### src/rtl/touch_adc_serial_bit_exchange_unit_assert.svh
// Assertion macros for the serial touch ADC exchange unit.
// Included by the top level; expects clk and rst in scope.
`ifndef TOUCH_ADC_SERIAL_BIT_EXCHANGE_UNIT_ASSERT_SVH
`define TOUCH_ADC_SERIAL_BIT_EXCHANGE_UNIT_ASSERT_SVH

// Check a condition at every clock edge outside reset.
`define TASBX_ASSERT_ALWAYS(label, cond, msg) \
  label: assert property (@(posedge clk) disable iff (rst) (cond)) else $error(msg);

// Check that a trigger implies a condition in the next cycle.
`define TASBX_ASSERT_NEXT(label, trig, cond, msg) \
  label: assert property (@(posedge clk) disable iff (rst) (trig) |=> (cond)) else $error(msg);

`endif

### src/rtl/tasbx_pkg.sv
// Types and constants for the serial touch ADC exchange unit.
// No dependencies; used by every module of the block.
package tasbx_pkg;

  typedef struct packed {
    logic        func;
    logic        bit_in;
    logic        cs_level;
    logic        touched;
    logic [12:0] touch_x;
    logic [12:0] touch_y;
    logic [2:0]  dock_port;
  } in_item_t;

  typedef struct packed {
    logic data_out;
    logic pen_irq_enabled;
  } out_item_t;

  typedef struct packed {
    logic [2:0] channel;
    logic       eight;
    logic       single;
    logic [1:0] pd;
  } conv_ctrl_t;

  localparam logic FUNC_BIT = 1'b0;
  localparam logic FUNC_CS  = 1'b1;

  localparam logic [2:0] CH_TEMP0 = 3'd0;
  localparam logic [2:0] CH_Y     = 3'd1;
  localparam logic [2:0] CH_VBAT  = 3'd2;
  localparam logic [2:0] CH_Z1    = 3'd3;
  localparam logic [2:0] CH_Z2    = 3'd4;
  localparam logic [2:0] CH_X     = 3'd5;
  localparam logic [2:0] CH_AUX   = 3'd6;
  localparam logic [2:0] CH_TEMP1 = 3'd7;

  localparam logic [1:0] PD_REF_ONLY = 2'd2;

  localparam logic [3:0] BITS_START   = 4'd15;
  localparam logic [3:0] BITS_CTRL    = 4'd8;
  localparam logic [3:0] BITS_CONVERT = 4'd6;
  localparam logic [3:0] BITS_SHORT   = 4'd4;

  localparam logic [7:0]  CTRL_START  = 8'h01;
  localparam logic [15:0] RESULT_MSB8 = 16'hFF00;

  localparam logic [11:0] READ_MAX     = 12'hFFF;
  localparam logic [11:0] READ_ZERO    = 12'h000;
  localparam logic [11:0] READ_SINGLE_T = 12'hF80;

  localparam logic [11:0] Y_LO  = 12'h0EE;
  localparam logic [11:0] Y_HI  = 12'hEE4;
  localparam logic [11:0] Z1_LO = 12'h093;
  localparam logic [11:0] Z1_HI = 12'h600;
  localparam logic [11:0] Z1_SPAN2 = 12'h280;
  localparam logic [11:0] Z2_LO = 12'h9AF;
  localparam logic [11:0] Z2_HI = 12'hF3F;
  localparam logic [11:0] Z2_SPAN2 = 12'h150;
  localparam logic [11:0] X_LO  = 12'h0FD;
  localparam logic [11:0] X_HI  = 12'hF47;

  function automatic logic [11:0] dock_reading(input logic [2:0] dock);
    logic [11:0] r;
    case (dock)
      3'd0:    r = 12'hFFF;
      3'd1:    r = 12'h1EB;
      default: r = 12'h000;
    endcase
    return r;
  endfunction

  function automatic logic [11:0] single_reading(input logic [2:0] ch, input logic [2:0] dock);
    logic [11:0] r;
    case (ch)
      CH_TEMP0: r = 12'h3E2;
      CH_Y:     r = 12'hFFF;
      CH_VBAT:  r = 12'h69C;
      CH_Z1:    r = 12'h000;
      CH_Z2:    r = 12'hFFF;
      CH_X:     r = 12'h3FB;
      CH_AUX:   r = dock_reading(dock);
      default:  r = 12'h4A1;
    endcase
    return r;
  endfunction

  function automatic logic [11:0] diff_idle_reading(input logic [2:0] ch);
    logic [11:0] r;
    case (ch)
      CH_Y:     r = 12'hFEF;
      CH_Z1:    r = 12'h000;
      CH_Z2:    r = 12'hFFF;
      CH_X:     r = 12'h309;
      CH_TEMP1: r = 12'hDFF;
      default:  r = 12'hFFF;
    endcase
    return r;
  endfunction

endpackage

### src/rtl/tasbx_reading.sv
// Conversion value for one control byte and the current touch inputs.
// Depends on tasbx_pkg; used by tasbx_core.
module tasbx_reading import tasbx_pkg::*; #(
  parameter int COORD_FRAC_BITS = 12
) (
  input  conv_ctrl_t  ctrl,
  input  logic        touched,
  input  logic [12:0] touch_x,
  input  logic [12:0] touch_y,
  input  logic [2:0]  dock_port,
  output logic [11:0] value
);

  localparam int CW    = (COORD_FRAC_BITS + 1 > 13) ? COORD_FRAC_BITS + 1 : 13;
  localparam int PW    = CW + 12;
  localparam int ACC_W = PW + 1;
  localparam logic [CW-1:0] ONE = CW'(1 << COORD_FRAC_BITS);

  localparam logic [11:0] Y_SPAN  = Y_HI - Y_LO;
  localparam logic [11:0] Z1_SPAN = Z1_HI - Z1_LO;
  localparam logic [11:0] Z2_SPAN = Z2_HI - Z2_LO;
  localparam logic [11:0] X_SPAN  = X_HI - X_LO;

  logic [CW-1:0]    x_ext, y_ext, x_cl, y_cl, inv_x, inv_y;
  logic [CW-1:0]    inv1, inv2;
  logic [11:0]      lo, span1, span2;
  logic [ACC_W-1:0] acc, quo;
  logic [ACC_W:0]   sum;
  logic [11:0]      mapped;

  always_comb begin
    x_ext = CW'(touch_x);
    y_ext = CW'(touch_y);
    x_cl  = (x_ext > ONE) ? ONE : x_ext;
    y_cl  = (y_ext > ONE) ? ONE : y_ext;
    inv_x = ONE - x_cl;
    inv_y = ONE - y_cl;
  end

  always_comb begin
    inv1  = '0;
    inv2  = '0;
    lo    = '0;
    span1 = '0;
    span2 = '0;
    case (ctrl.channel)
      CH_Y: begin
        inv1  = inv_y;
        lo    = Y_LO;
        span1 = Y_SPAN;
      end
      CH_Z1: begin
        inv1  = inv_x;
        lo    = Z1_LO;
        span1 = Z1_SPAN;
        inv2  = inv_y;
        span2 = Z1_SPAN2;
      end
      CH_Z2: begin
        inv1  = inv_y;
        lo    = Z2_LO;
        span1 = Z2_SPAN;
        inv2  = inv_x;
        span2 = Z2_SPAN2;
      end
      CH_X: begin
        inv1  = inv_x;
        lo    = X_LO;
        span1 = X_SPAN;
      end
      default: begin
        inv1 = '0;
      end
    endcase
  end

  always_comb begin
    acc    = ACC_W'(PW'(inv1) * PW'(span1)) + ACC_W'(PW'(inv2) * PW'(span2));
    quo    = acc >> COORD_FRAC_BITS;
    sum    = (ACC_W + 1)'(lo) + (ACC_W + 1)'(quo);
    mapped = (sum > (ACC_W + 1)'(READ_MAX)) ? READ_MAX : sum[11:0];
  end

  always_comb begin
    if (ctrl.pd == PD_REF_ONLY) begin
      value = ((ctrl.channel == CH_Z1 || ctrl.channel == CH_X) && !touched) ?
              READ_ZERO : READ_MAX;
    end else if (!ctrl.single) begin
      if (touched && (ctrl.channel == CH_Y || ctrl.channel == CH_Z1 ||
                      ctrl.channel == CH_Z2 || ctrl.channel == CH_X)) begin
        value = mapped;
      end else begin
        value = diff_idle_reading(ctrl.channel);
      end
    end else if (touched) begin
      value = READ_SINGLE_T;
    end else begin
      value = single_reading(ctrl.channel, dock_port);
    end
  end

endmodule

### src/rtl/tasbx_core.sv
// Serial exchange state: bit counter, control and result shift registers.
// Depends on tasbx_pkg and tasbx_reading.
module tasbx_core import tasbx_pkg::*; #(
  parameter int COORD_FRAC_BITS = 12
) (
  input  logic      clk,
  input  logic      rst,
  input  logic      fire,
  input  in_item_t  item,
  output out_item_t result
);

  logic [3:0]  bits_left, bits_left_next;
  logic [7:0]  control_shift, control_shift_next;
  logic [15:0] result_shift, result_shift_next;
  logic        deselected, deselected_next;
  logic        irq_enable, irq_enable_next;
  logic        dout;
  conv_ctrl_t  ctrl;
  logic [11:0] value;

  assign ctrl = '{channel: control_shift[6:4], eight: control_shift[3],
                  single: control_shift[2], pd: control_shift[1:0]};

  tasbx_reading #(
    .COORD_FRAC_BITS(COORD_FRAC_BITS)
  ) u_reading (
    .ctrl     (ctrl),
    .touched  (item.touched),
    .touch_x  (item.touch_x),
    .touch_y  (item.touch_y),
    .dock_port(item.dock_port),
    .value    (value)
  );

  always_comb begin
    bits_left_next     = bits_left;
    control_shift_next = control_shift;
    result_shift_next  = result_shift;
    deselected_next    = deselected;
    irq_enable_next    = irq_enable;
    dout               = 1'b1;
    if (item.func == FUNC_CS) begin
      if (item.cs_level && !deselected) begin
        bits_left_next     = '0;
        control_shift_next = '0;
        result_shift_next  = '0;
        irq_enable_next    = 1'b1;
      end
      deselected_next = item.cs_level;
      dout            = item.cs_level;
    end else if (!deselected) begin
      if (bits_left_next != 4'd0) begin
        bits_left_next = bits_left_next - 4'd1;
      end
      if (bits_left_next == 4'd0) begin
        if (item.bit_in) begin
          control_shift_next = CTRL_START;
          bits_left_next     = BITS_START;
        end
      end else if (bits_left_next >= BITS_CTRL) begin
        control_shift_next = {control_shift[6:0], item.bit_in};
      end else if (bits_left_next == BITS_CONVERT) begin
        result_shift_next = {value, 4'b0000};
        if (ctrl.eight) begin
          result_shift_next = result_shift_next & RESULT_MSB8;
          bits_left_next    = bits_left_next - BITS_SHORT;
        end
        irq_enable_next = !ctrl.pd[0];
      end
      dout              = result_shift_next[15];
      result_shift_next = {result_shift_next[14:0], 1'b0};
    end
  end

  always_ff @(posedge clk) begin
    if (rst) begin
      bits_left     <= '0;
      control_shift <= '0;
      result_shift  <= '0;
      deselected    <= 1'b1;
      irq_enable    <= 1'b1;
    end else if (fire) begin
      bits_left     <= bits_left_next;
      control_shift <= control_shift_next;
      result_shift  <= result_shift_next;
      deselected    <= deselected_next;
      irq_enable    <= irq_enable_next;
    end
  end

  assign result = '{data_out: dout, pen_irq_enabled: irq_enable_next};

endmodule

### src/rtl/touch_adc_serial_bit_exchange_unit.sv
// Serial touch ADC exchange unit, top level.
// Channels: req carries one item per serial clock bit or chip-select change;
// rsp returns one item per request with the data-out bit and the pen
// interrupt enable. Both use valid/stall; an item moves when valid is high
// and stall is low.
// Path: a request goes into the input register, then through the exchange
// logic into the response register.
// Throughput: one item per cycle while rsp is not stalled; the exchange
// state loop updates once per accepted item.
// Stall: while rsp is stalled the response register holds; one more request
// is taken into the input register, after which req_stall rises.
// Reset (rst, synchronous): drops all queued items, deselects the chip and
// sets the pen interrupt enable.
// Depends on tasbx_pkg, tasbx_core and the assertion macro header.
`include "touch_adc_serial_bit_exchange_unit_assert.svh"

module touch_adc_serial_bit_exchange_unit import tasbx_pkg::*; #(
  parameter int COORD_FRAC_BITS = 12
) (
  input  logic      clk,
  input  logic      rst,
  input  logic      req_valid,
  output logic      req_stall,
  input  in_item_t  req,
  output logic      rsp_valid,
  input  logic      rsp_stall,
  output out_item_t rsp
);

  logic      s1_valid;
  in_item_t  s1_item;
  logic      advance;
  logic      fire;
  out_item_t core_result;

  assign advance   = !rsp_valid || !rsp_stall;
  assign fire      = s1_valid && advance;
  assign req_stall = s1_valid && !advance;

  always_ff @(posedge clk) begin
    if (rst) begin
      s1_valid <= 1'b0;
    end else if (!req_stall) begin
      s1_valid <= req_valid;
    end
  end

  always_ff @(posedge clk) begin
    if (!req_stall && req_valid) begin
      s1_item <= req;
    end
  end

  tasbx_core #(
    .COORD_FRAC_BITS(COORD_FRAC_BITS)
  ) u_core (
    .clk   (clk),
    .rst   (rst),
    .fire  (fire),
    .item  (s1_item),
    .result(core_result)
  );

  always_ff @(posedge clk) begin
    if (rst) begin
      rsp_valid <= 1'b0;
    end else if (advance) begin
      rsp_valid <= s1_valid;
    end
  end

  always_ff @(posedge clk) begin
    if (fire) begin
      rsp <= core_result;
    end
  end

  `TASBX_ASSERT_ALWAYS(a_stall_needs_item, !req_stall || s1_valid, "stall with empty input register")
  `TASBX_ASSERT_NEXT(a_hold_when_blocked, s1_valid && !advance, s1_valid, "input item lost while blocked")
  `TASBX_ASSERT_NEXT(a_deselect_result, fire && s1_item.func == FUNC_CS && s1_item.cs_level,
    rsp_valid && rsp.data_out && rsp.pen_irq_enabled, "deselect must drive data out and irq enable high")

endmodule
### config.mk
export PLATFORM = sky130hd
export DESIGN_NAME = touch_adc_serial_bit_exchange_unit
export DESIGN_NICKNAME = d
export VERILOG_FILES = /design/src/rtl/tasbx_pkg.sv /design/src/rtl/tasbx_reading.sv /design/src/rtl/tasbx_core.sv /design/src/rtl/touch_adc_serial_bit_exchange_unit.sv
export VERILOG_INCLUDE_DIRS = /design/src /design/src/rtl
export SDC_FILE = /design/constraint.sdc
export NUM_CORES = 1
export LEC_CHECK = 0
export BUFFER_PORTS_ARGS = -buffer_cell sky130_fd_sc_hd__buf_2
export CORE_MARGIN = 5
export CORE_UTILIZATION = 30
export DETAILED_ROUTE_END_ITERATION = 6
export MAX_ROUTING_LAYER = met4
export PLACE_DENSITY_LB_ADDON = 0.1
export SKIP_CTS_REPAIR_TIMING = 1
export SYNTH_ARGS = -nofsm -noshare
export SYNTH_HDL_FRONTEND = slang
export SYNTH_HIERARCHICAL = 1
export SYNTH_SLANG_ARGS = --single-unit
export TNS_END_PERCENT = 20
### constraint.sdc
create_clock -name clk -period 29.7 [get_ports clk]
set_input_delay 5.94 -clock clk [delete_from_list [all_inputs] [get_ports clk]]
set_output_delay 5.94 -clock clk [all_outputs]
set_load 0.02 [all_outputs]
Word-level counts from Yosys, hierarchy flattened
Index checks and enable logic that the tools add are counted.

storage, ports and cells
  register bits = 66
  bits of input ports = 37

operators by class
  $lt $le $gt $ge = 4
  add/subtract/negate cells = 6
  $mul = 2
  reductions and logical operators = 28
  multiplexer cells = 48
  eq/ne operators = 13

operators with widths
  kind                    count
  $pmux 12 s4             3
  $mux 16                 6
  $mux 12                 6
  $pmux 12 s6             1
  $pmux 13 s2             2
  $mul 13x12->25          2
  $mux 4                  11
  $mux 7                  6
  $add 25x25->26          1
  $gt 13x13->1 const B    2
  $mux 13                 2
  $sub 13x13->13 const A  2
  $pmux 12 s2             1
  $pmux 10 s2             1
  $add 12x14->15          1
  $gt 15x12->1 const B    1
  $eq 3x3->1 const B      4
  $mux 1                  8
  $mux 8                  1
  $logic_not 1->1         7
  $eq 3x1->1 const B      2
  $eq 3x2->1 const B      2
  $logic_and 1x1->1       6
  $logic_not 3->1         2
  other kinds (16)        21

Longest topological paths before layout
Gate-level depths: netlist of run 1.

  depth after elaboration = 18
  depth in mapped cells = 47
  depth with buffers taken out = 45

Modules after synthesis
The synthesis of run 1 kept the hierarchy.

by module, submodules not included
  module                              sequential area each (um^2)  cells an instance  times used  area an instance (um^2)
  tasbx_reading                       0.0                          1077               1           8906.0
  tasbx_core                          480.5                        176                1           1535.2
  touch_adc_serial_bit_exchange_unit  1091.0                       45                 1           1137.3

Least setup slack after synthesis of run 1
OpenSTA, ideal clock, no wires.

  path type = input to output
  start point = in rsp_stall
  end point = out req_stall
  cell stages on the path = 2
  path slack = 17569 ps
  arrival time = 6191 ps
  cells stage by stage = nand3_2 -> inv_1

on the way
  cells in the longest elaborated chain, start to end = 4

RTL lines
  item               line                                      RTL
  from (decl)        touch_adc_serial_bit_exchange_unit.sv:26  input logic rsp_stall,
  $logic_not 1->1    touch_adc_serial_bit_exchange_unit.sv:36  assign advance = !rsp_valid || !rsp_stall;
  $logic_or 1x1->1   touch_adc_serial_bit_exchange_unit.sv:36
  $logic_not 1->1    touch_adc_serial_bit_exchange_unit.sv:38  assign req_stall = s1_valid && !advance;
  $logic_and 1x1->1  touch_adc_serial_bit_exchange_unit.sv:38
  to (decl)          touch_adc_serial_bit_exchange_unit.sv:23  output logic req_stall,

Every way passes these cells.

Worst setup path after layout of run 1
Ends and elaborated chain as after synthesis.

==> results of run 1 <==
## power by group through the flow
stage | Combinational (mW) | Clock, mW | Sequential, mW
finish | 0.0170 | 0.102 | 0.0966
global route | 0.0188 | 0.110 | 0.0971
CTS | 0.0173 | 0.106 | 0.0967
detailed placement | 0.0172 | 0 | 0.0983
global placement | 0.0170 | 0 | 0.0985
floorplan | 0.0112 | 0 | 0.0967
## worst register-to-register path: cells and delay by family (launching register included)
family	cells	cell delay, ns
simple gates	10	2.63
fa+ha+maj	9	4.30
compound gates	12	2.98
flops	1	0.43
mux	1	0.34
xor+xnor	1	0.19
buf+inv	6	0.46
## cells by family (layout without fill, tap and decap cells)
family,Yosys count,after routing,share of synthesized area
DFF,61,61,0.1357
AOI/OAI and AO/OA,196,196,0.1192
buffers and inverters,342,369,0.1141
muxes,11,11,0.009510
adders and majority gates,309,309,0.4474
and+or+nand+nor,344,344,0.1463
xor gates and xnor gates,35,35,0.02777
## through the flow
stage / util / cell area, um2 / worst slack (ns) / total power, mW / std cells
floorplan: - / 11580 / 17.57 / 0.1079 / 1298
global placement: 0.3207 / 12310 / 17.33 / 0.1155 / 1827
detailed placement: 0.3207 / 12310 / 17.33 / 0.1155 / 1827
CTS: 0.3281 / 12590 / 17.33 / 0.2195 / 1843
global route: 0.3281 / 12590 / 17.28 / 0.2257 / 1843
finish: 0.3281 / 12590 / 17.33 / 0.2157 / 1843
## final timing paths
check                           cells past startpoint  slack [ns]                       to               startpoint
worst max register to register                     39       18.13                   rsp[1]               s1_item[5]
worst min-delay path                                2        0.45  u_core/result_shift[10]  u_core/result_shift[10]
worst min register to register                      2        0.45  u_core/result_shift[10]  u_core/result_shift[10]
worst max-delay path                                4       17.33                req_stall                rsp_stall
## sequential cells by signal, summed over array words and instances, names as in the netlist
name	cells
u_core/irq_enable	1
u_core/deselected	1
rsp_valid	1
s1_item	33
rsp	2
s1_valid	1
u_core/result_shift	11
u_core/control_shift	7
u_core/bits_left	4
## cell usage in the layout, fill, tap and decap left out, types with 5 or more instances in the layout
cell type / count
inv_1: 303
fa_1: 175
ha_1: 134
nand2_1: 133
nor2_1: 85
a21oi_1: 51
buf_2: 40
edfxtp_1: 35
o21ai_0: 34
dfxtp_1: 26
xnor2_1: 22
nand3_1: 21
nor3_1: 16
nand2b_1: 16
o21ai_1: 14
mux2i_1: 11
nor2b_1: 11
xor2_1: 11
and3_1: 10
a31oi_1: 10
clkbuf_16: 9
and2_1: 8
o21a_1: 8
a21o_1: 7
nand4b_1: 6
o211ai_1: 6
buf_4: 5
a211oi_1: 5
## per-layer routing
metal	wire, um	global-route usage
met3	875	0.02008
met4	1129	0.05204
met2	16530	0.2893
met5	0	-
met1	15100	0.2180
## final cells by class
| type | instances | share of cell area |
|---|---|---|
| clock buffers | 11 | 0.01848 |
| inverters | 308 | 0.09182 |
| multi-input cells | 895 | 0.6905 |
| well taps | 518 | 0.05148 |
| repair buffers | 45 | 0.01888 |
| clock inverters | 5 | 0.004074 |
| flip-flops and latches | 61 | 0.1248 |
==> results.cfg, run 1 <==
[final_layout]
num_antenna_cells = 0
multi_input_comb_area_um2 = 8693
area_delta_synth_final_pct = 8.742
nNetsFinal = 1666
drive_above_1_share = 0.07849
regArea_um2 = 1572
fill_cells = 4152

[clocking]
cts-root-buf = clkbuf_16
cts_buffers = 9
clk_latency_ns = 0.34
clk_pin_slew_ns = 0.06
cts_tree = yes
cts_buffer_depth = 2
clock-sinks = 61
htree_levels = 3

[sta]
hold_slack_ns = 0.4460
finalHoldViolCount = 0
max_freq_mhz = 80.86
slew_viol_final = 0
tns_ns = 0
setup_viol = 0
clock_skew_ns = 0.01130
period_needed_ns = 12.37
fin_crit_sh = 0.4164
max_slew_margin = 0.2482
tightest_slew_ns = 1.123
rsz0062_at_grt = no

[power]
p_int_mw = 0.1637
cellPowerDensity_nw_per_um2 = 17.13
vdd_drop_max_uv = 23.95
p_comb_frac = 0.079
seqPwrFrac = 0.448
power_frac_clock = 0.473
leakage_nw = 6.603
swShare = 0.2411
p_sw_mw = 0.05200

[critical_path]
cp_data_required_time_ns = 23.76
cp_slowest_cell = buf_2
crit_buf_inv = 3
arrival_ns = 6.43
crit_top_cell = buf_2
cp-end-kind = output pin
path_max_fanout = 3
critical_path.top_delay_family = buffers and inverters
crit_chain = buf_2 > nand3_2 > inv_1 > buf_2
cpPeakStageDelay_ns = 0.18
cp-start-kind = input pin
path_class = in2out

[synthesis]
synth_top_area_cell = fa_1
netlist.area_leader.share = 0.3026
async_reset_ff_frac = 0
synth_edf_count = 35
syn_inst = 1298
synth_area_leaders = fa_1, ha_1, inv_1
yosys_warnings = 6
synth_seq_area_share = 0.1357
yosys-top-cells-count = inv_1, fa_1, ha_1, nand2_1, nor2_1
synth_ff_type = edfxtp_1
syn_nets = 1644
yosysUniqueCellTypes = 89
ys_ff_latch = 61
synth_area_um2 = 11580
avgSynthCellArea_um2 = 8.920
synth.most_common_cell = inv_1

[floorplanning]
dieHeight_um = 206.5
start_util = 0.3017
die_area_um2 = 42620
core_area_um2 = 38380
num_rows = 72
ios = 41
die_w_um = 206.5

[placement]
port_buffers = 40
dp_hpwl_um = 29200
place.gp.congestion = 0.8541

[global_routing]
antenna_found_initial = 0
grt_max_degree = 37
grt_pass1_wl_um = 54080
grt_pass1_vias = 9348
track_usage = 0.1719
grt_overflow = 0

[drt]
avgRoutedWirePerCell_um = 18.25
drc = 0
vias = 8670
drt_iter0_drc = 463
vias_per_cell = 4.704
ant_nets = 0
drtPass1Iterations = 5
totalWireLength_um = 33630

[outcome]
status = finished, final reports clean

[worst_hold_path]
hp-class = reg2reg

[run]
max_cap_viol_count = 0
Power figures use the tool's default switching activity.
==> inputs of run 2 (changes only) <==
- clock period: 29.7 -> 11.1 ns (I/O delays scaled with it)
==> run 2 against run 1 <==
Total power rose to 2.6 times the previous value. First-iteration DRC count up 0.65%. Die area unchanged. Clock skew about the same. Sequential power rose to 2.7 times the previous value. Critical endpoint is now rsp[1]. Count of clock-buffer cells in the layout up 3. Combinational power rose to 2.8 times the previous value.
==> results.cfg, run 2 (synthesis gave the netlist of run 1 again) <==
[global_routing]
grt_overflow = 0
antenna_found_initial = 0
grt_pass1_vias = 9559
track_usage = 0.1741
grt_pass1_wl_um = 54590
grt_max_degree = 34

[sta]
max_freq_mhz = 95.10
slew_viol_final = 0
setup_ws_ns = 0.5852
max_slew_margin = 0.2689
clock_skew_ns = 0.01088
fin_crit_sh = 0.9473
hold_slack_ns = 0.4432
tightest_slew_ns = 1.093
finalHoldViolCount = 0
tns_ns = 0
setup_viol = 0
period_needed_ns = 10.51

[critical_path]
cp-start-kind = flop
path_class = reg2reg
path_max_fanout = 6
arrival_ns = 10.61
cpPeakStageDelay_ns = 0.60
cp_slowest_cell = or4_1
crit_top_cell = fa_1
cp-end-kind = flop
cp_data_required_time_ns = 11.19

[final_layout]
max_flop_register = s1_item
top_regs = s1_item: 33 flops, u_core/result_shift: 11 flops, u_core/control_shift: 7 flops
drive_above_1_share = 0.1130
final_cell_mix = inv_1, fa_1, ha_1
final_common_cell = inv_1
area_delta_synth_final_pct = 11.41
stdcell_count = 1872
postLayoutCoreUtil = 0.3361
num_antenna_cells = 0
largest_reg_flops = 33
fin_area_um2 = 12900
nNetsFinal = 1695

[floorplanning]
num_rows = 72
dieHeight_um = 206.5
core_area_um2 = 38380
die_w_um = 206.5
start_util = 0.3017
ios = 41
die_area_um2 = 42620

[drt]
ant_nets = 0
totalWireLength_um = 34000
drt_iter0_drc = 466
vias = 8767
avgRoutedWirePerCell_um = 18.16
drtPass1Iterations = 5
vias_per_cell = 4.683
drc = 0

[run]
max_cap_viol_count = 0

[clocking]
cts_buffer_depth = 2
clk_latency_ns = 0.34
cts-root-buf = clkbuf_16
clock-sinks = 61
cts_buffers = 9
clk_pin_slew_ns = 0.05
htree_levels = 3
cts_tree = yes

[power]
leakage_nw = 6.765
cellPowerDensity_nw_per_um2 = 43.41
vdd_drop_max_uv = 61.39
power_mw = 0.5600

[placement]
dp_hpwl_um = 30000
dpl_cell_area_um2 = 12490
port_buffers = 40
place.gp.congestion = 0.8584
dp.cells = 1852
place_ws_ns = 0.1076

[worst_hold_path]
hp-class = reg2reg

[outcome]
status = finished, final reports clean
[run 2: cell types whose count changed in the layout (fill, tap and decap cells not counted), moves of 2 or more]
cell / before / now
ha_1: 134 / 132
o21ai_4: 0 / 2
a211oi_1: 5 / 3
a21oi_2: 2 / 7
ha_2: 0 / 2
buf_4: 5 / 34
clkbuf_1: 2 / 4
nand2_1: 133 / 130
a21oi_1: 51 / 45
a211oi_2: 2 / 4
nand2_2: 1 / 4
[run 2: area by class of cell]
class,count,area [um2]
fill,4148,25480
multi-input combinational,895,8802
sequential,61,1572
inverter,308,1160
tap,518,648.1
timing repair buffer,74,455.4
clock buffer,14,254.0
clock inverter,2,8.758
[run 2: final timing paths]
check	startpoint	to	slack, ns	depth (start not counted)
max	s1_item[19]	rsp[1]	0.59	40
min	u_core/result_shift[10]	u_core/result_shift[10]	0.44	2
max reg2reg	s1_item[19]	rsp[1]	0.59	40
min reg2reg	u_core/result_shift[10]	u_core/result_shift[10]	0.44	2
[run 2: power by group]
part | switching, mW | internal [mW]
registers | 0.00993 | 0.249
logic | 0.0288 | 0.0185
clock network | 0.0978 | 0.156
[run 2: critical path: cells and delay by family (launching register included)]
family | cells | cell delay (ns)
AO/OA/AOI/OAI | 10 | 1.84
XOR/XNOR | 2 | 0.54
adder cells (fa/ha/maj) | 9 | 4.23
buffers and inverters | 7 | 0.74
flip-flops | 1 | 0.45
multiplexers | 1 | 0.20
AND/OR/NAND/NOR | 11 | 2.26
[run 2: metal layers]
layer  vias to the layer above  GRT usage  share of wire
met3                        36    0.01883          0.022
met1                      4348     0.2176           0.44
met5                         -          -              0
met2                       122     0.3009           0.51
met4                         0    0.04705          0.026
li1                       4261          -              -
